File: src/sv/srrd_pkg.sv
// Shared types and constants of the shortest-request dispatcher.
`default_nettype none

package srrd_pkg;

    // Most results that one input transaction may cause.
    localparam int MAX_RESULTS = 16;
    localparam int K_W         = $clog2(MAX_RESULTS + 1);

    typedef enum logic [1:0] {
        ST_ASSIGNED  = 2'd0,
        ST_DROPPED   = 2'd1,
        ST_REQ_FULL  = 2'd2,
        ST_RING_FULL = 2'd3
    } status_t;

    localparam logic FUNC_REQUEST  = 1'b0;
    localparam logic FUNC_ELEVATOR = 1'b1;

    typedef struct packed {
        logic [7:0] id;
        logic [6:0] start_floor;
        logic [6:0] end_floor;
        logic [7:0] travel;
    } req_entry_t;

    typedef struct packed {
        logic [3:0] id;
        logic [6:0] highest;
    } car_t;

    // Commands from the controller to the datapath.
    typedef struct packed {
        logic load;
        logic check;
        logic scan;
        logic shift;
        logic rotate;
    } cmd_t;

    // Status from the datapath to the controller.
    typedef struct packed {
        logic dispatch_ok;
        logic scan_done;
        logic shift_done;
        logic rot_done;
    } sts_t;

endpackage

`default_nettype wire

File: src/sv/shortest_request_round_robin_dispatch_top.sv
// Top level of the shortest-request dispatcher with a round-robin elevator ring.
`default_nettype none

// A transaction is accepted at a rising edge with start high and busy low. func selects
// whether it queues a travel request or adds an elevator to the ring. After every
// transaction the block dispatches waiting requests while both a request and an elevator
// exist, at most 16 results per transaction: it scans the request memory for the smallest
// absolute travel (the earliest arrival wins a tie), closes the gap it leaves, then rotates
// the ring one car per cycle until a car that can serve the request has moved to the back.
// A request that no car can serve, zero travel included, is dropped with its own status.
// Every result is shown for one cycle with valid high, and last marks the final result of
// the transaction; the receiver cannot stall, so it must take each result as it appears.
// Timing: a transaction that causes no dispatch keeps busy high only while the dispatch
// check runs. Each dispatch passes the check, the scan of the request memory, the shift
// that closes the gap and the ring rotation in that order, so results of one transaction
// are never back to back, and busy stays high until the last one is out.
module shortest_request_round_robin_dispatch_top #(
    parameter int REQUEST_DEPTH = 16,
    parameter int RING_DEPTH    = 8
) (
    input  wire logic              clk,
    input  wire logic              rst_n,
    input  wire logic              start,
    output logic                   busy,
    input  wire logic              func,
    input  wire logic [7:0]        request_id,
    input  wire logic [6:0]        start_floor,
    input  wire logic [6:0]        end_floor,
    input  wire logic signed [7:0] travel,
    input  wire logic [3:0]        elevator_id,
    input  wire logic [6:0]        highest_floor,
    output logic                   valid,
    output logic [7:0]             out_request_id,
    output logic [3:0]             out_elevator_id,
    output logic [1:0]             status,
    output logic                   last
);
    import srrd_pkg::*;

    // Commands and status between the controller and the datapath.
    cmd_t cmd;
    sts_t sts;

    srrd_ctrl u_ctrl (
        .clk   (clk),
        .rst_n (rst_n),
        .start (start),
        .sts   (sts),
        .cmd   (cmd),
        .busy  (busy)
    );

    // The datapath keeps the raw travel bits; its magnitude logic reads the sign bit.
    srrd_dp #(
        .REQUEST_DEPTH (REQUEST_DEPTH),
        .RING_DEPTH    (RING_DEPTH)
    ) u_dp (
        .clk             (clk),
        .rst_n           (rst_n),
        .cmd             (cmd),
        .sts             (sts),
        .func            (func),
        .request_id      (request_id),
        .start_floor     (start_floor),
        .end_floor       (end_floor),
        .travel          ($unsigned(travel)),
        .elevator_id     (elevator_id),
        .highest_floor   (highest_floor),
        .valid           (valid),
        .out_request_id  (out_request_id),
        .out_elevator_id (out_elevator_id),
        .status          (status),
        .last            (last)
    );

endmodule

`default_nettype wire

File: src/sv/srrd_ctrl.sv
// Controller state machine of the shortest-request dispatcher.
`default_nettype none

module srrd_ctrl (
    input  wire logic          clk,
    input  wire logic          rst_n,
    input  wire logic          start,
    input  wire srrd_pkg::sts_t sts,
    output srrd_pkg::cmd_t     cmd,
    output logic               busy
);
    import srrd_pkg::*;

    typedef enum logic [4:0] {
        S_IDLE   = 5'b00001,
        S_CHECK  = 5'b00010,
        S_SCAN   = 5'b00100,
        S_SHIFT  = 5'b01000,
        S_ROTATE = 5'b10000
    } state_t;

    state_t state_reg;
    state_t state_next;

    always_comb
    begin
        state_next = state_reg;
        cmd        = '0;
        case (state_reg)
            S_IDLE:
            begin
                if (start)
                begin
                    cmd.load   = 1'b1;
                    state_next = S_CHECK;
                end
            end
            S_CHECK:
            begin
                cmd.check  = 1'b1;
                state_next = sts.dispatch_ok ? S_SCAN : S_IDLE;
            end
            S_SCAN:
            begin
                cmd.scan = 1'b1;
                if (sts.scan_done)
                begin
                    state_next = S_SHIFT;
                end
            end
            S_SHIFT:
            begin
                cmd.shift = 1'b1;
                if (sts.shift_done)
                begin
                    state_next = S_ROTATE;
                end
            end
            S_ROTATE:
            begin
                cmd.rotate = 1'b1;
                if (sts.rot_done)
                begin
                    state_next = S_CHECK;
                end
            end
            default:
            begin
                state_next = S_IDLE;
            end
        endcase
    end

    assign busy = (state_reg != S_IDLE);

    always_ff @(posedge clk or negedge rst_n)
    begin
        if (!rst_n)
        begin
            state_reg <= S_IDLE;
        end
        else
        begin
            state_reg <= state_next;
        end
    end

    // An accepted transaction always passes through the dispatch check.
    a_accept_checks: assert property (@(posedge clk) disable iff (!rst_n)
        (start && !busy) |=> (state_reg == S_CHECK))
        else $error("accepted transaction did not reach the dispatch check");

endmodule

`default_nettype wire

File: src/sv/srrd_dp.sv
// Datapath of the shortest-request dispatcher: request memory, elevator ring, results.
`default_nettype none

module srrd_dp #(
    parameter int REQUEST_DEPTH = 16,
    parameter int RING_DEPTH    = 8
) (
    input  wire logic           clk,
    input  wire logic           rst_n,
    input  wire srrd_pkg::cmd_t cmd,
    output srrd_pkg::sts_t      sts,
    input  wire logic           func,
    input  wire logic [7:0]     request_id,
    input  wire logic [6:0]     start_floor,
    input  wire logic [6:0]     end_floor,
    input  wire logic [7:0]     travel,
    input  wire logic [3:0]     elevator_id,
    input  wire logic [6:0]     highest_floor,
    output logic                valid,
    output logic [7:0]          out_request_id,
    output logic [3:0]          out_elevator_id,
    output logic [1:0]          status,
    output logic                last
);
    import srrd_pkg::*;

    localparam int AW = (REQUEST_DEPTH > 1) ? $clog2(REQUEST_DEPTH) : 1;
    localparam int CW = $clog2(REQUEST_DEPTH + 1);
    localparam int HW = (RING_DEPTH > 1) ? $clog2(RING_DEPTH) : 1;
    localparam int RW = $clog2(RING_DEPTH + 1);
    localparam int SW = ((HW > RW) ? HW : RW) + 1;

    function automatic logic [7:0] travel_mag(input logic [7:0] t);
        return t[7] ? (~t + 8'd1) : t;
    endfunction

    function automatic logic can_serve(input req_entry_t r, input car_t c);
        return (!r.travel[7] && (r.travel != 8'd0) && (r.end_floor <= c.highest))
            || (r.travel[7] && (r.start_floor <= c.highest));
    endfunction

    // Storage.
    req_entry_t mem [REQUEST_DEPTH];
    car_t       ring_reg [RING_DEPTH];
    req_entry_t rd_data_reg;

    // Control registers.
    logic [CW-1:0]  req_count_reg,  req_count_next;
    logic [RW-1:0]  ring_count_reg, ring_count_next;
    logic [HW-1:0]  head_reg,       head_next;
    logic [K_W-1:0] k_reg,          k_next;
    logic [CW-1:0]  scan_idx_reg,   scan_idx_next;
    logic           cmp_vld_reg,    cmp_vld_next;
    logic [AW-1:0]  cmp_idx_reg,    cmp_idx_next;
    logic [CW-1:0]  shift_idx_reg,  shift_idx_next;
    logic           wr_vld_reg,     wr_vld_next;
    logic [AW-1:0]  wr_idx_reg,     wr_idx_next;
    logic [RW-1:0]  rot_n_reg,      rot_n_next;
    logic           valid_reg,      valid_next;

    // Payload registers.
    req_entry_t     best_reg,       best_next;
    logic [AW-1:0]  best_idx_reg,   best_idx_next;
    logic [7:0]     rid_reg,        rid_next;
    logic [3:0]     eid_reg,        eid_next;
    status_t        status_reg,     status_next;
    logic           last_reg,       last_next;

    logic           req_full;
    logic           ring_full;
    logic [SW-1:0]  tail_sum;
    logic [SW-1:0]  tail_wrap;
    logic [HW-1:0]  tail_idx;
    logic [SW-1:0]  head_sum;
    logic [HW-1:0]  head_inc;
    logic           scan_issue;
    logic           shift_issue;
    logic           take;
    logic [CW-1:0]  shift_prev;
    car_t           car;
    logic           serve;
    logic           rot_last;
    logic           emit_more;

    logic           mem_we;
    logic [AW-1:0]  mem_waddr;
    req_entry_t     mem_wdata;
    logic           mem_re;
    logic [AW-1:0]  mem_raddr;
    logic           ring_we;
    car_t           ring_wdata;
    req_entry_t     new_req;
    car_t           new_car;

    assign req_full  = (req_count_reg == CW'(REQUEST_DEPTH));
    assign ring_full = (ring_count_reg == RW'(RING_DEPTH));

    // Tail slot of the ring and the next head slot, each kept below the ring depth.
    assign tail_sum  = SW'(head_reg) + SW'(ring_count_reg);
    assign tail_wrap = (tail_sum >= SW'(RING_DEPTH)) ? (tail_sum - SW'(RING_DEPTH)) : tail_sum;
    assign tail_idx  = tail_wrap[HW-1:0];
    assign head_sum  = SW'(head_reg) + SW'(1);
    assign head_inc  = (head_sum >= SW'(RING_DEPTH)) ? HW'(0) : head_sum[HW-1:0];

    assign new_req.id          = request_id;
    assign new_req.start_floor = start_floor;
    assign new_req.end_floor   = end_floor;
    assign new_req.travel      = travel;
    assign new_car.id          = elevator_id;
    assign new_car.highest     = highest_floor;

    assign scan_issue  = cmd.scan && (scan_idx_reg < req_count_reg);
    assign shift_issue = cmd.shift && (shift_idx_reg < req_count_reg);
    assign shift_prev  = shift_idx_reg - CW'(1);
    assign take        = (cmp_idx_reg == '0)
                      || (travel_mag(rd_data_reg.travel) < travel_mag(best_reg.travel));

    assign car      = ring_reg[head_reg];
    assign serve    = can_serve(best_reg, car);
    assign rot_last = ((rot_n_reg + RW'(1)) == ring_count_reg);

    // Another dispatch follows this one when requests remain and the limit is not reached.
    assign emit_more = ((k_reg + K_W'(1)) != K_W'(MAX_RESULTS)) && (req_count_reg != '0);

    assign best_next     = (cmd.scan && cmp_vld_reg && take) ? rd_data_reg : best_reg;
    assign best_idx_next = (cmd.scan && cmp_vld_reg && take) ? cmp_idx_reg : best_idx_reg;

    assign sts.dispatch_ok = (req_count_reg != '0) && (ring_count_reg != '0)
                          && (k_reg < K_W'(MAX_RESULTS));
    assign sts.scan_done   = cmd.scan && cmp_vld_reg
                          && (CW'(cmp_idx_reg) == (req_count_reg - CW'(1)));
    assign sts.shift_done  = cmd.shift && !shift_issue;
    assign sts.rot_done    = cmd.rotate && (serve || rot_last);

    always_comb
    begin
        req_count_next  = req_count_reg;
        ring_count_next = ring_count_reg;
        head_next       = head_reg;
        k_next          = k_reg;
        scan_idx_next   = scan_idx_reg;
        cmp_vld_next    = cmp_vld_reg;
        cmp_idx_next    = cmp_idx_reg;
        shift_idx_next  = shift_idx_reg;
        wr_vld_next     = wr_vld_reg;
        wr_idx_next     = wr_idx_reg;
        rot_n_next      = rot_n_reg;
        valid_next      = 1'b0;
        rid_next        = rid_reg;
        eid_next        = eid_reg;
        status_next     = status_reg;
        last_next       = last_reg;
        mem_we          = 1'b0;
        mem_waddr       = wr_idx_reg;
        mem_wdata       = rd_data_reg;
        ring_we         = 1'b0;
        ring_wdata      = car;

        if (cmd.load)
        begin
            k_next = '0;
            if (func == FUNC_REQUEST)
            begin
                if (req_full)
                begin
                    valid_next  = 1'b1;
                    rid_next    = request_id;
                    eid_next    = 4'd0;
                    status_next = ST_REQ_FULL;
                    last_next   = (ring_count_reg == '0);
                    k_next      = K_W'(1);
                end
                else
                begin
                    mem_we         = 1'b1;
                    mem_waddr      = req_count_reg[AW-1:0];
                    mem_wdata      = new_req;
                    req_count_next = req_count_reg + CW'(1);
                end
            end
            else
            begin
                if (ring_full)
                begin
                    valid_next  = 1'b1;
                    rid_next    = 8'd0;
                    eid_next    = 4'd0;
                    status_next = ST_RING_FULL;
                    last_next   = (req_count_reg == '0);
                    k_next      = K_W'(1);
                end
                else
                begin
                    ring_we         = 1'b1;
                    ring_wdata      = new_car;
                    ring_count_next = ring_count_reg + RW'(1);
                end
            end
        end

        if (cmd.check)
        begin
            scan_idx_next = '0;
            cmp_vld_next  = 1'b0;
        end

        // Scan: one read issued and one compare made per cycle.
        if (cmd.scan)
        begin
            if (scan_issue)
            begin
                scan_idx_next = scan_idx_reg + CW'(1);
            end
            cmp_vld_next = scan_issue;
            cmp_idx_next = scan_idx_reg[AW-1:0];
            if (sts.scan_done)
            begin
                shift_idx_next = CW'(best_idx_next) + CW'(1);
                wr_vld_next    = 1'b0;
            end
        end

        // Close the gap: each entry after the chosen one moves down one slot.
        if (cmd.shift)
        begin
            if (shift_issue)
            begin
                shift_idx_next = shift_idx_reg + CW'(1);
            end
            wr_vld_next = shift_issue;
            wr_idx_next = shift_prev[AW-1:0];
            if (wr_vld_reg)
            begin
                mem_we    = 1'b1;
                mem_waddr = wr_idx_reg;
                mem_wdata = rd_data_reg;
            end
            if (sts.shift_done)
            begin
                req_count_next = req_count_reg - CW'(1);
                rot_n_next     = '0;
            end
        end

        // Rotate: the front car moves to the back each cycle.
        if (cmd.rotate)
        begin
            ring_we    = 1'b1;
            ring_wdata = car;
            head_next  = head_inc;
            rot_n_next = rot_n_reg + RW'(1);
            if (sts.rot_done)
            begin
                valid_next  = 1'b1;
                rid_next    = best_reg.id;
                eid_next    = serve ? car.id : 4'd0;
                status_next = serve ? ST_ASSIGNED : ST_DROPPED;
                last_next   = !emit_more;
                k_next      = k_reg + K_W'(1);
            end
        end
    end

    assign mem_re    = scan_issue || shift_issue;
    assign mem_raddr = cmd.scan ? scan_idx_reg[AW-1:0] : shift_idx_reg[AW-1:0];

    always_ff @(posedge clk)
    begin
        if (mem_we)
        begin
            mem[mem_waddr] <= mem_wdata;
        end
        if (mem_re)
        begin
            rd_data_reg <= mem[mem_raddr];
        end
    end

    always_ff @(posedge clk)
    begin
        if (ring_we)
        begin
            ring_reg[tail_idx] <= ring_wdata;
        end
    end

    always_ff @(posedge clk or negedge rst_n)
    begin
        if (!rst_n)
        begin
            req_count_reg  <= '0;
            ring_count_reg <= '0;
            head_reg       <= '0;
            k_reg          <= '0;
            scan_idx_reg   <= '0;
            cmp_vld_reg    <= 1'b0;
            cmp_idx_reg    <= '0;
            shift_idx_reg  <= '0;
            wr_vld_reg     <= 1'b0;
            wr_idx_reg     <= '0;
            rot_n_reg      <= '0;
            valid_reg      <= 1'b0;
        end
        else
        begin
            req_count_reg  <= req_count_next;
            ring_count_reg <= ring_count_next;
            head_reg       <= head_next;
            k_reg          <= k_next;
            scan_idx_reg   <= scan_idx_next;
            cmp_vld_reg    <= cmp_vld_next;
            cmp_idx_reg    <= cmp_idx_next;
            shift_idx_reg  <= shift_idx_next;
            wr_vld_reg     <= wr_vld_next;
            wr_idx_reg     <= wr_idx_next;
            rot_n_reg      <= rot_n_next;
            valid_reg      <= valid_next;
        end
    end

    always_ff @(posedge clk)
    begin
        best_reg     <= best_next;
        best_idx_reg <= best_idx_next;
        rid_reg      <= rid_next;
        eid_reg      <= eid_next;
        status_reg   <= status_next;
        last_reg     <= last_next;
    end

    assign valid           = valid_reg;
    assign out_request_id  = rid_reg;
    assign out_elevator_id = eid_reg;
    assign status          = status_reg;
    assign last            = last_reg;

    a_req_count_range: assert property (@(posedge clk) disable iff (!rst_n)
        req_count_reg <= CW'(REQUEST_DEPTH))
        else $error("request count beyond store depth");

    a_ring_count_range: assert property (@(posedge clk) disable iff (!rst_n)
        ring_count_reg <= RW'(RING_DEPTH))
        else $error("ring count beyond ring depth");

    a_rotate_needs_car: assert property (@(posedge clk) disable iff (!rst_n)
        cmd.rotate |-> (ring_count_reg != '0))
        else $error("ring rotated while empty");

    a_unassigned_no_car: assert property (@(posedge clk) disable iff (!rst_n)
        (valid_reg && (status_reg != ST_ASSIGNED)) |-> (eid_reg == 4'd0))
        else $error("elevator id given on a result that was not assigned");

    a_one_result_per_dispatch: assert property (@(posedge clk) disable iff (!rst_n)
        sts.rot_done |=> (valid_reg && !$past(valid_reg)))
        else $error("dispatch did not produce exactly one result strobe");

endmodule

`default_nettype wire
File: config.mk
export PLATFORM = sky130hd
export DESIGN_NAME = shortest_request_round_robin_dispatch_top
export DESIGN_NICKNAME = d
export VERILOG_FILES = /design/src/sv/srrd_pkg.sv /design/src/sv/shortest_request_round_robin_dispatch_top.sv /design/src/sv/srrd_ctrl.sv /design/src/sv/srrd_dp.sv
export SDC_FILE = /design/constraint.sdc
export NUM_CORES = 1
export LEC_CHECK = 0
export BUFFER_PORTS_ARGS = -buffer_cell sky130_fd_sc_hd__clkbuf_2
export CAP_MARGIN = 20
export CORE_MARGIN = 2
export CORE_UTILIZATION = 35
export DETAILED_ROUTE_END_ITERATION = 16
export HOLD_SLACK_MARGIN = 0.03
export PLACE_DENSITY_LB_ADDON = 0.3
export SLEW_MARGIN = 20
export SYNTH_ARGS = -nofsm -noshare
export SYNTH_HDL_FRONTEND = slang
export SYNTH_HIERARCHICAL = 1
export SYNTH_SLANG_ARGS = --single-unit
File: constraint.sdc
create_clock -name clk -period 4.8 [get_ports clk]
set_clock_uncertainty 0.15 [all_clocks]
set_input_delay 0.72 -clock clk [delete_from_list [all_inputs] [get_ports clk]]
set_output_delay 0.72 -clock clk [all_outputs]
set_load 0.01 [all_outputs]
# After elaboration in Yosys (flattened, before gate mapping)
# Memories as Yosys holds them, arrays and structs flattened. A register that Yosys moved wholly into a read port is not among the register bits.
# Cells that the tools add are included.
dict set report word_totals {
  register_bits 96
  mem_bits_rw 568
  in_bits 45
  elab_cells 202
  n_memories 2
}
dict set report op_classes {
  n_addsub 14
  n_lt_le_gt_ge 8
  eq_ne 15
  mux 103
  bitwise 3
  reduce_logical 35
}
# memory depth width rd rd_clocked_by_memory_dff write_ports line_no
set mem_list {}
lappend mem_list {u_dp.mem 16 30 1 1 1 srrd_dp.sv:43} ;# req_entry_t mem [REQUEST_DEPTH];
lappend mem_list {u_dp.ring_reg 8 11 1 0 1 srrd_dp.sv:44} ;# car_t ring_reg [RING_DEPTH];
# cell n
set op_table {}
lappend op_table {{30-bit two-way mux} 5}
lappend op_table {{5-bit two-way mux} 20}
lappend op_table {{4-bit two-way mux} 17}
lappend op_table {{8-bit two-way mux} 8}
lappend op_table {{11-bit two-way mux} 4}
lappend op_table {{1-bit two-way mux} 39}
lappend op_table {{5-bit case mux with 5 select lines} 1}
lappend op_table {{5-bit by 1-bit adder with 5-bit output, second input constant} 4}
lappend op_table {{8-bit by 1-bit adder with 8-bit output, second input constant} 2}
lappend op_table {{8-bit NOT} 2}
lappend op_table {{7-bit <= comparator} 2}
lappend op_table {{1-bit logical AND} 13}
lappend op_table {{2-bit two-way mux} 6}
lappend op_table {{5-bit equality test, second input constant} 2}
lappend op_table {{5-bit by 4-bit greater-or-equal comparator with 1-bit output, second input constant} 2}
lappend op_table {{5-bit < comparator} 2}
lappend op_table {{2-bit nonzero test} 5}
lappend op_table {{3-bit two-way mux} 3}
lappend op_table {{4-bit by 1-bit adder with 4-bit output, second input constant} 2}
lappend op_table {{4-bit zero test} 2}
lappend op_table {{8-bit < comparator} 1}
lappend op_table {{2-bit != test, second input constant} 4}
lappend op_table {{8-bit nonzero test} 1}
lappend op_table {{3-bit by 4-bit adder with 5-bit output} 1}
lappend op_table {{other kinds (24)} 30}

# Logic depth before layout (Yosys ltp)
# Gate-level depths: netlist (run 1).
dict set report depth {
  word_depth 12
  mapped_depth 14
  ltp_nobuf 12
}

# Cells and area by module
# Netlist (run 1), hierarchy kept.
# module instances cells_per_inst area_each_um2 seq_area_each_um2
set by_module_without_submodules {}
lappend by_module_without_submodules {srrd_dp 1 1649 28329.7 20289.5}
lappend by_module_without_submodules {srrd_ctrl 1 35 340.3 126.4}

# Worst setup path after synthesis (run 1)
# OpenSTA, ideal clock, no wires.
dict set report synth_path {
  path_kind {register to register}
  startpoint {register u_ctrl.state_reg[1]}
  endpoint {memory u_dp/mem[13][0] in the netlist's numbering, enable pin}
  arrival_time_ns 3.240
  t_required_ns 4.233
  path_slack_ns 0.992
  path_stages_with_launch 10
  n_path_buf 2
  cell_sequence {dfrtp_1 -> or3_4 -> nor3b_4 -> buf_4 -> buf_2 -> nand2_1 -> nand2_1 -> and3_1 -> a31oi_1 -> nor2_1}
}
# element line_no
set synth_lines {}
lappend synth_lines {{start: declaration} srrd_ctrl.sv:22} ;# state_t state_reg;
lappend synth_lines {{start signal: assignment} srrd_ctrl.sv:84} ;# state_reg <= state_next;
lappend synth_lines {{end: declaration} srrd_dp.sv:43}

# Worst setup path after layout (run 1)
dict set report layout_path {
  startpoint {register u_dp.head_reg[0]}
  endpoint {register u_dp.rid_reg[6], in the netlist u_dp/out_request_id[6]}
}
dict set report layout_between {
  elab_chain_len 8
  elab_cells_between_ends 10
  classes_between {2 x order compare; 2 x mux; 5 x reduce/logical; 1 x memory}
}
# element line_no
set layout_rtl {}
lappend layout_rtl {{start: declaration} srrd_dp.sv:50} ;# logic [HW-1:0] head_reg, head_next;
lappend layout_rtl {{start signal: assignment} srrd_dp.sv:308} ;# head_reg <= head_next;
lappend layout_rtl {{memory read 8 x 11 bit (*)} -}
lappend layout_rtl {{7-bit <= comparator (on tied branches)} {srrd_dp.sv:38, srrd_dp.sv:39}}
lappend layout_rtl {{1-bit logical AND (on tied branches)} {srrd_dp.sv:38, srrd_dp.sv:39}}
lappend layout_rtl {{1-bit logical OR (*)} srrd_dp.sv:39} ;# || (r.travel[7] && (r.start_floor <= c.highest));
lappend layout_rtl {{1-bit logical OR (*)} srrd_dp.sv:133} ;# assign sts.rot_done = cmd.rotate && (serve || rot_last);
lappend layout_rtl {{1-bit logical AND (*)} srrd_dp.sv:133}
lappend layout_rtl {{8-bit two-way mux (*)} srrd_dp.sv:252} ;# if (sts.rot_done)
lappend layout_rtl {{8-bit two-way mux (*)} srrd_dp.sv:246} ;# if (cmd.rotate)
lappend layout_rtl {{net u_dp.rid_next[6]} srrd_dp.sv:64} ;# logic [7:0] rid_reg, rid_next;
lappend layout_rtl {{end signal: assignment} srrd_dp.sv:325} ;# rid_reg <= rid_next;
lappend layout_rtl {{end: declaration} srrd_dp.sv:64}
# Mark *: on every way through the listed nets, which the timed path passes. The rest lies on a longest branch.
# A chain may end at the register's enable or synchronous reset.

==> out/qor.yml, run 1 <==
setup_tns_ns: 0
drcViolationCount: 0
num-fill-cells: 7146
drv_slew: 0
share_comb_of_total_power: 0.115
p_seq_frac: 0.492
multi_input_area_um2: 7910
seq_area_um2: 20400
synth_edf_count: 628
critPathLaunch: "u_dp/head_reg[0]$_DFFE_PN0P_"
first_global_vias: 15738
rows: 104
dp_slack_ns: 0.564
clock_latency_ns: 0.62
cts.sinks: 694
cts_setup_buffers: 0
n_antenna_cell: 0
ys_ff_latch: 694
antenna_found_initial: 0
post-route-min-period_ns: 4.18
crit_cells: 11
arrival_ns: 4.58
path_cells: "buf_4 > mux4_2 > mux2i_1 > ha_1 > and3_1 > a31o_2 > a211o_1 > a41oi_4 > buf_4 > nor2_1 > a31oi_1"
hold_buffers: 0
cp-end-kind: "flip-flop"
ant_nets: 0
p_clk_frac: 0.393
die_h_um: 290
crit_family: "compound AO/OA/AOI/OAI gates"
maxSlewHeadroom: 0.236
cts_tree: "done"
cts-resized-gates: 0
setup_viol: 0
overflow: 0
switching_share: 0.248
hp-class: "in2async"
grt_pass1_wl_um: 101000
routabilityCongestion: 0.801
drive_gt1_frac: 0.235
drtIter0Drc: 1305
setup_ws_ns: 0.621
root_buffer: "clkbuf_16"
cts.htree.levels: 3
hpwlAfterDp_um: 39900
fin_crit_sh: 0.871
grt_max_degree: 56
vias_per_cell: 5.27
cts_buffers: 76
critPathMaxFanout: 17
p_int_uw: 11200
reg2reg_depth: 11
drt-pass1-iter-count: 7
whs_ns: 0.0635
core_area_um2: 80800
async_flop_share: 0.0677
maxCapViolations: 0
yosysTopAreaCellShare: 0.658
nNetsFinal: 1901
rsz0062_at_grt: "false"
max_freq_ghz: 0.239
yosys_warnings: 6
dr_total_vias: 15477
io-pin-count: 62
status: "completed"
start_kind: "flip-flop"
wl_um: 67200
r2r_start: "u_dp/head_reg[0]$_DFFE_PN0P_"
largest_reg_flops: 480
synthesis.area_um2: 28700
ir_drop_v: 0.000257
portBuffers: 61
syn_nets: 1773
syn2layout_area_growth_pct: 16.3
worst_slew_pin_slew_ns: 1.13
power_switching_uw: 3710
synth_cells: 1684
final_core_util: 0.413
crit_path_frequent_cell: "buf_4"
hold_violations: 0
dieArea_um2: 84200
synth_cell_types: 78
cts.clk_slew.worst_paths_ns: 0.06
power_leakage_uw: 0.0116
synth.largest_area_cell: "edfxtp_1"
initial_core_util: 0.355
synth_seq_area_share: 0.712
power.total_uw: 15000
synth.avg_cell_area_um2: 17.0
die_w_um: 290
cp_num_buf_inv: 2
required_ns: 5.20
max_stage_delay_ns: 0.80
wl_per_cell_um: 22.9
clockBufferDepth: 3
slowest_stage: "dfrtp_1"
crit_type: "reg2reg"
synthFlopType: "edfxtp_1"
grt_use_total: 0.160
power_density_nw_per_um2: 448
synthTopCellsByArea: "edfxtp_1 66%, mux4_2 11%, dfrtp_1 4.0%"
power by group through the flow:
stage | Sequential [uW] | Clock, uW | Combinational, uW
finish | 7350 | 5880 | 1720
global route | 7390 | 6240 | 1910
CTS | 7350 | 6020 | 1740
detailed placement | 7470 | 0 | 1740
global placement | 7460 | 0 | 1690
floorplan | 7390 | 0 | 1140
metrics by stage:
stage | instances | area (um^2)
2_1_floorplan | 1684 | 28700
3_3_place_gp | 2794 | 30800
3_5_place_dp | 2794 | 30800
4_1_cts | 2935 | 33400
5_1_grt | 2935 | 33400
6_report | 2935 | 33400
cell usage in the layout, fill, tap and decap left out, types with 7 or more instances in the layout:
cell type    n
a211oi_1    35
a21o_1       7
a21oi_1     33
a31oi_1     43
and2_1      33
and3_1      13
buf_12      14
buf_4       55
bufinv_16    8
clkbuf_1    18
clkbuf_16   78
clkbuf_2    61
clkinv_1    10
clkinv_2    13
dfrtp_1     46
dfxtp_1     19
edfxtp_1   628
ha_1        43
inv_1       35
mux2_2       9
mux2i_1     20
mux4_2     142
nand2_1    205
nand2b_1    11
nand3_1     29
nand4_1      8
nor2_1      51
nor2_4      17
nor3_1      16
o21ai_0     29
xnor2_1     24
xor2_1      12
synth_stat cells, types with 8 or more instances:
cell and count:
a211oi_1 35, edfxtp_1 628, nand4_1 8, xor2_1 12
mux2_2 9, ha_1 43, and3_1 13, dfrtp_1 46
o21ai_0 30, and2_1 33, nand3_1 29, buf_2 23
xnor2_1 24, clkbuf_1 37, nor3_1 16, nand2_1 206
nand2b_1 11, nor2_1 67, a31oi_1 43, dfxtp_1 19
a21oi_1 34, mux2i_1 22, buf_4 11, mux4_2 142
inv_1 35
logic make-up (layout without fill, tap and decap cells):
logic type,Yosys count,after routing,synth area share
flops,694,694,0.712
simple gates,421,421,0.0685
compound gates,198,198,0.0463
mux,173,173,0.123
buf+inv,117,308,0.0190
fa+ha+maj,44,44,0.0195
xor+xnor,37,37,0.0118
layer usage:
metal / part of all wire / wire [um] / up-vias / global-route usage
met3: 0.056 / 3760 / 100 / 0.0268
met5: 0 / 0 / - / 0
met2: 0.49 / 32600 / 419 / 0.262
li1: - / - / 6890 / -
met4: 0.026 / 1730 / 0 / 0.0498
met1: 0.43 / 29100 / 8068 / 0.218
cell type report:
type / count / area share
sequential: 694 / 0.612
multi-input combinational: 873 / 0.237
clock buffer: 100 / 0.0622
tap: 1060 / 0.0398
timing repair buffer: 130 / 0.0299
clock inverter: 41 / 0.0146
inverter: 37 / 0.00431
path summary, 6_finish.rpt:
check | slack [ns] | to
max | 0.62 | u_dp/out_request_id[6]$_DFF_P_
min | 0.06 | u_dp/shift_idx_reg[3]$_DFF_PN0_
max reg2reg | 0.62 | u_dp/out_request_id[6]$_DFF_P_
min reg2reg | 0.29 | u_dp/best_reg[24]$_DFFE_PP_
max in group asynchronous | 4.00 | u_dp/ring_count_reg[2]$_DFFE_PN0P_
min in group clk | 0.21 | u_dp/out_request_id[4]$_DFF_P_
worst reg2reg max path, delay by kind of cell, from the launching register on:
kind                     cells  cell delay (ns)
AND/OR/NAND/NOR              2             0.28
AO/OA/AOI/OAI                4             1.09
adder cells (fa/ha/maj)      1             0.30
multiplexers                 2             0.79
flip-flops                   1             0.80
buffers and inverters        2             0.71
No activity file was read; power rests on OpenSTA's default activity.
==> inputs of run 2 (changes only) <==
BUFFER_PORTS_ARGS = not set   (was -buffer_cell sky130_fd_sc_hd__clkbuf_2)
DONT_BUFFER_PORTS = 1   (was not set)
SKIP_CTS_REPAIR_TIMING = 1   (was not set)
==> run 2 against run 1 <==
  * Worst hold slack gained 0.034 ns
  * First-iteration DRC count shrank 6.3%
  * Routed wire length shrank 0.23%
  * Clock power is essentially flat
  * Total power shrank 0.39%
  * Die area is the same
  * Critical path depth shrank 1
  * Sequential share of layout area grew 0.56 points
  * Maximum frequency shrank 2.2%
  * Via count shrank 1.6%
  * Non-clock buffer count shrank 70
  * Core utilization shrank 0.37 points
==> out/qor.yml, run 2 (same netlist as run 1, synthesis figures left out) <==
ant_nets: 0
initial_core_util: 0.355
p_int_uw: 11300
cp_num_buf_inv: 2
cts_buffers: 75
clockBufferDepth: 3
fin_crit_sh: 0.891
power_density_nw_per_um2: 451
crit_family: "simple AND/OR/NAND/NOR gates"
required_ns: 4.93
max_freq_ghz: 0.234
switching_share: 0.244
drcViolationCount: 0
cp-end-kind: "flip-flop"
worst_slew_pin_slew_ns: 1.00
antenna_found_initial: 4
cts_tree: "done"
crit_type: "reg2reg"
arrival_ns: 4.40
status: "completed"
path_cells: "nor3_1 > and3_1 > nand2b_1 > a31oi_1 > nand2_1 > buf_4 > nor3_1 > a31oi_1 > nor2_4 > buf_4"
rows: 104
grt_max_degree: 65
r2r_start: "u_ctrl/state_reg[2]$_DFFE_PN0P_"
syn2layout_area_growth_pct: 15.3
final_core_util: 0.409
min_from: "request_id[6]"
final_common_cell: "edfxtp_1"
p_clk_frac: 0.395
drv_slew: 0
nNetsFinal: 1830
setup_tns_ns: 0
power_leakage_uw: 0.0113
largest_reg_flops: 480
post-route-min-period_ns: 4.27
max_stage_delay_ns: 0.65
fin_cells: 2857
core_area_um2: 80800
ir_drop_v: 0.000247
drtIter0Drc: 1223
slowest_stage: "nor2_4"
wl_um: 67000
share_comb_of_total_power: 0.109
critPathLaunch: "u_ctrl/state_reg[2]$_DFFE_PN0P_"
hpwlAfterDp_um: 40500
setup_viol: 0
wl_per_cell_um: 23.5
clock_latency_ns: 0.61
die_h_um: 290
critPathMaxFanout: 14
grt_use_total: 0.159
grt_pass1_wl_um: 101000
portBuffers: 0
cts.clk_slew.worst_paths_ns: 0.06
cts.htree.levels: 3
dieArea_um2: 84200
root_buffer: "clkbuf_16"
rsz0062_at_grt: "false"
overflow: 0
placed_cells: 2722
power_switching_uw: 3640
io-pin-count: 62
hp-class: "in2reg"
cts.sinks: 694
hold_violations: 0
layout_common_cells: "628 x edfxtp_1, 205 x nand2_1, 142 x mux4_2"
drt-pass1-iter-count: 5
num-fill-cells: 7080
maxCapViolations: 0
die_w_um: 290
drive_gt1_frac: 0.204
maxSlewHeadroom: 0.319
first_global_vias: 15732
dr_total_vias: 15231
p_seq_frac: 0.496
start_kind: "flip-flop"
vias_per_cell: 5.33
routabilityCongestion: 0.783
## run 2: final timing paths
| check | to | slack [ns] | depth (start not counted) |
|---|---|---|---|
| setup reg to reg | u_dp/mem[10][12]$_DFFE_PP_ | 0.53 | 10 |
| hold / removal | u_dp/out_request_id[6]$_DFF_P_ | 0.1 | 2 |
| min in group asynchronous | u_ctrl/state_reg[4]$_DFFE_PN0P_ | 0.50 | 2 |
| setup / recovery | u_dp/mem[10][12]$_DFFE_PP_ | 0.53 | 10 |
| max in group asynchronous | u_ctrl/state_reg[0]$_DFFE_PN1P_ | 3.72 | 2 |
| hold reg to reg | u_dp/best_reg[28]$_DFFE_PP_ | 0.29 | 0 |
## run 2: cell type report
type,instances,area (um^2),share of cell area
Sequential cell,694,20400,0.618
Tap cell,1060,1330,0.0401
Clock inverter,36,477,0.0144
Clock buffer,96,2050,0.0620
Inverter,37,144,0.00435
Antenna cell,1,2.50,0.0000757
Multi-Input combinational cell,873,7940,0.240
Timing Repair Buffer,60,698,0.0211
## run 2: power groups by stage
stage	clock [uW]	combinational, uW	sequential (uW)
2_1_floorplan	0	1140	7390
3_3_place_gp	0	1580	7500
3_5_place_dp	0	1630	7510
4_1_cts	6010	1630	7390
5_1_grt	6240	1800	7420
6_report	5880	1630	7390
## run 2: routing by layer
metal	share of wire	GRT usage	vias to the layer above
met1	0.42	0.209	7954
met3	0.064	0.0398	116
met4	0.025	0.0492	6
met2	0.49	0.261	415
met5	0.00043	0	-
li1	-	-	6740
## run 2: per-stage QoR
step / cell area, um^2 / hold WS [ns] / total power, uW / setup WS (ns)
2_1_floorplan: 28700 / 0.274 / 8530 / 0.992
3_3_place_gp: 30500 / 0.279 / 9070 / 0.717
3_5_place_dp: 30500 / 0.279 / 9140 / 0.650
4_1_cts: 33000 / -0.385 / 15000 / 0.630
5_1_grt: 33100 / 0.0808 / 15500 / 0.215
6_report: 33100 / 0.0975 / 14900 / 0.525
==> inputs of run 3 (changes only) <==
ABC_AREA = 1   (was not set)
CORE_MARGIN = not set   (was 2)
==> run 3 against run 2 <==
  * Sequential share of layout area shrank 1.3 points
  * Sequential power grew 6.6%
  * Clock power shrank 7.0%
  * Critical path depth grew 1
  * Maximum frequency grew 10%
  * Setup slack gained 0.40 ns
  * Global-route usage grew 1.1 points
  * Non-clock buffer count grew 6
  * Cell count grew 32%
  * Largest power group unchanged
==> out/qor.yml, run 3 <==
dr_total_vias: 18997
synth_edf_count: 628
largest_reg_flops: 480
crit_family: "simple AND/OR/NAND/NOR gates"
worst_slew_pin_slew_ns: 1.06
clockBufferDepth: 3
synth_common_cells: "628 x edfxtp_1, 342 x nand2_1, 338 x inv_1"
final_common_cell: "edfxtp_1"
hpwlAfterDp_um: 46100
cts.clk_slew.worst_paths_ns: 0.06
maxCapViolations: 0
rsz0062_at_grt: "false"
arrival_ns: 4.03
ys_ff_latch: 694
grt_use_total: 0.171
setup_viol: 0
dieArea_um2: 86500
power_leakage_uw: 0.0125
hp-class: "in2reg"
max_stage_delay_ns: 0.60
multi_input_area_um2: 7640
clock_latency_ns: 0.63
layout_common_cells: "628 x edfxtp_1, 341 x nand2_1, 338 x inv_1"
stdcell_area_um2: 33800
share_comb_of_total_power: 0.286
async_flop_share: 0.0677
synth.largest_area_cell: "edfxtp_1"
yosys_warnings: 6
syn2layout_area_growth_pct: 13.2
synth_cells: 2561
io-pin-count: 62
cts_buffers: 75
cts_tree: "done"
syn_nets: 2650
hold_violations: 0
status: "completed"
grt_pass1_wl_um: 113000
setup_ws_ns: 0.921
overflow: 0
slowest_stage: "nor2_4"
p_int_uw: 12200
cp-end-kind: "flip-flop"
first_global_vias: 18582
drtIter0Drc: 1641
synthFlopType: "edfxtp_1"
setup_tns_ns: 0
rows: 106
critPathMaxFanout: 20
synth_cell_types: 48
root_buffer: "clkbuf_16"
p_seq_frac: 0.422
max_freq_ghz: 0.258
wl_um: 73900
die_w_um: 294
vias_per_cell: 5.04
routabilityCongestion: 0.862
synth_compound_area_frac: 0.106
maxSlewHeadroom: 0.292
grt_max_degree: 126
nNetsFinal: 2664
portBuffers: 0
drv_slew: 0
drcViolationCount: 0
num-fill-cells: 7874
synth.avg_cell_area_um2: 11.7
cts.htree.levels: 3
path_cells: "inv_1 > nor2_1 > nand3_2 > nor2_1 > inv_2 > nor2_4 > nand3_4 > o21ai_0 > nand3_1 > nor2_4 > buf_12"
required_ns: 4.95
synth_seq_area_share: 0.684
seq_area_um2: 20400
r2r_slack_ns: 0.92
antenna_found_initial: 6
initial_core_util: 0.355
cp_num_buf_inv: 3
yosysTopAreaCellShare: 0.632
power_switching_uw: 6480
p_clk_frac: 0.293
cts.sinks: 694
power_density_nw_per_um2: 553
placed_cell_area_um2: 31400
synth_mux_area_frac: 0.00566
synth_top_family_by_area: "simple AND/OR/NAND/NOR gates"
die_h_um: 294
ant_nets: 0
synth_xor_area_frac: 0.0114
yosys.area_share.simple: 0.109
drt-pass1-iter-count: 5
synthesis.area_um2: 29800
drive_gt1_frac: 0.0922
wl_per_cell_um: 19.6
fin_crit_sh: 0.808
ir_drop_v: 0.000395
dp_slack_ns: 0.976
switching_share: 0.347
synth_most_common_cell: "edfxtp_1"
core_area_um2: 84100
post-route-min-period_ns: 3.88
yosys.area_share.adder: 0.0187
power.total_uw: 18700
synthTopCellsByArea: "edfxtp_1 63%, nand2_1 4.3%, inv_1 4.3%"
crit_type: "reg2reg"
start_kind: "flip-flop"
==> run 3: tightest hold or removal path, delay by kind of cell <==
family                 cells  cell delay, ns
buffers and inverters      1            0.04
AND/OR/NAND/NOR            2            0.19
==> run 3: worst paths after layout <==
check	start	endpoint	depth (start not counted)
min reg2reg	u_dp/rd_data_reg[15]$_DFFE_PP_	u_dp/best_reg[15]$_DFFE_PP_	0
max reg2reg	u_ctrl/state_reg[0]$_DFFE_PN1P_	u_dp/mem[5][9]$_DFFE_PP_	11
min in group asynchronous	rst_n	u_dp/scan_idx_reg[1]$_DFF_PN0_	2
max in group asynchronous	rst_n	u_ctrl/state_reg[0]$_DFFE_PN1P_	2
min	start	u_ctrl/state_reg[0]$_DFFE_PN1P_	3
max	u_ctrl/state_reg[0]$_DFFE_PN1P_	u_dp/mem[5][9]$_DFFE_PP_	11
==> run 3: cell type report <==
cell class / count / share of cell area
Antenna cell: 1 / 0.0000741
Clock buffer: 93 / 0.0588
Clock inverter: 44 / 0.00952
Inverter: 350 / 0.0389
Multi-Input combinational cell: 1388 / 0.226
Sequential cell: 694 / 0.604
Tap cell: 1134 / 0.0420
Timing Repair Buffer: 66 / 0.0204
==> run 3: through the flow <==
step / utilization / hold slack, ns / instances
after floorplan: - / 0.262 / 2561
after global placement: 0.374 / 0.275 / 3629
after detailed placement: 0.374 / 0.278 / 3630
after CTS: 0.401 / -0.372 / 3767
after global routing: 0.402 / 0.203 / 3769
final: 0.402 / 0.204 / 3770
==> run 3: cells by family after synthesis <==
| kind of cell | after synthesis |
|---|---|
| muxes | 15 |
| buffers and inverters | 479 |
| and+or+nand+nor | 740 |
| AOI/OAI and AO/OA | 552 |
| xor gates and xnor gates | 37 |
| DFF | 694 |
| adders and majority gates | 44 |
==> run 3: power by group through the flow <==
stage,sequential (uW),combinational (uW),clock (uW)
global route,7930,5960,5820
global placement,8000,5170,0
finish,7880,5340,5470
detailed placement,8010,5320,0
floorplan,7870,3660,0
CTS,7890,5340,5600
==> run 3: layer usage <==
layer / global-route usage / wire length, um / vias up
li1: - / - / 9037
met1: 0.228 / 32400 / 9329
met2: 0.284 / 35600 / 504
met3: 0.0289 / 3940 / 123
met4: 0.0495 / 1930 / 4
met5: 0 / 27 / -
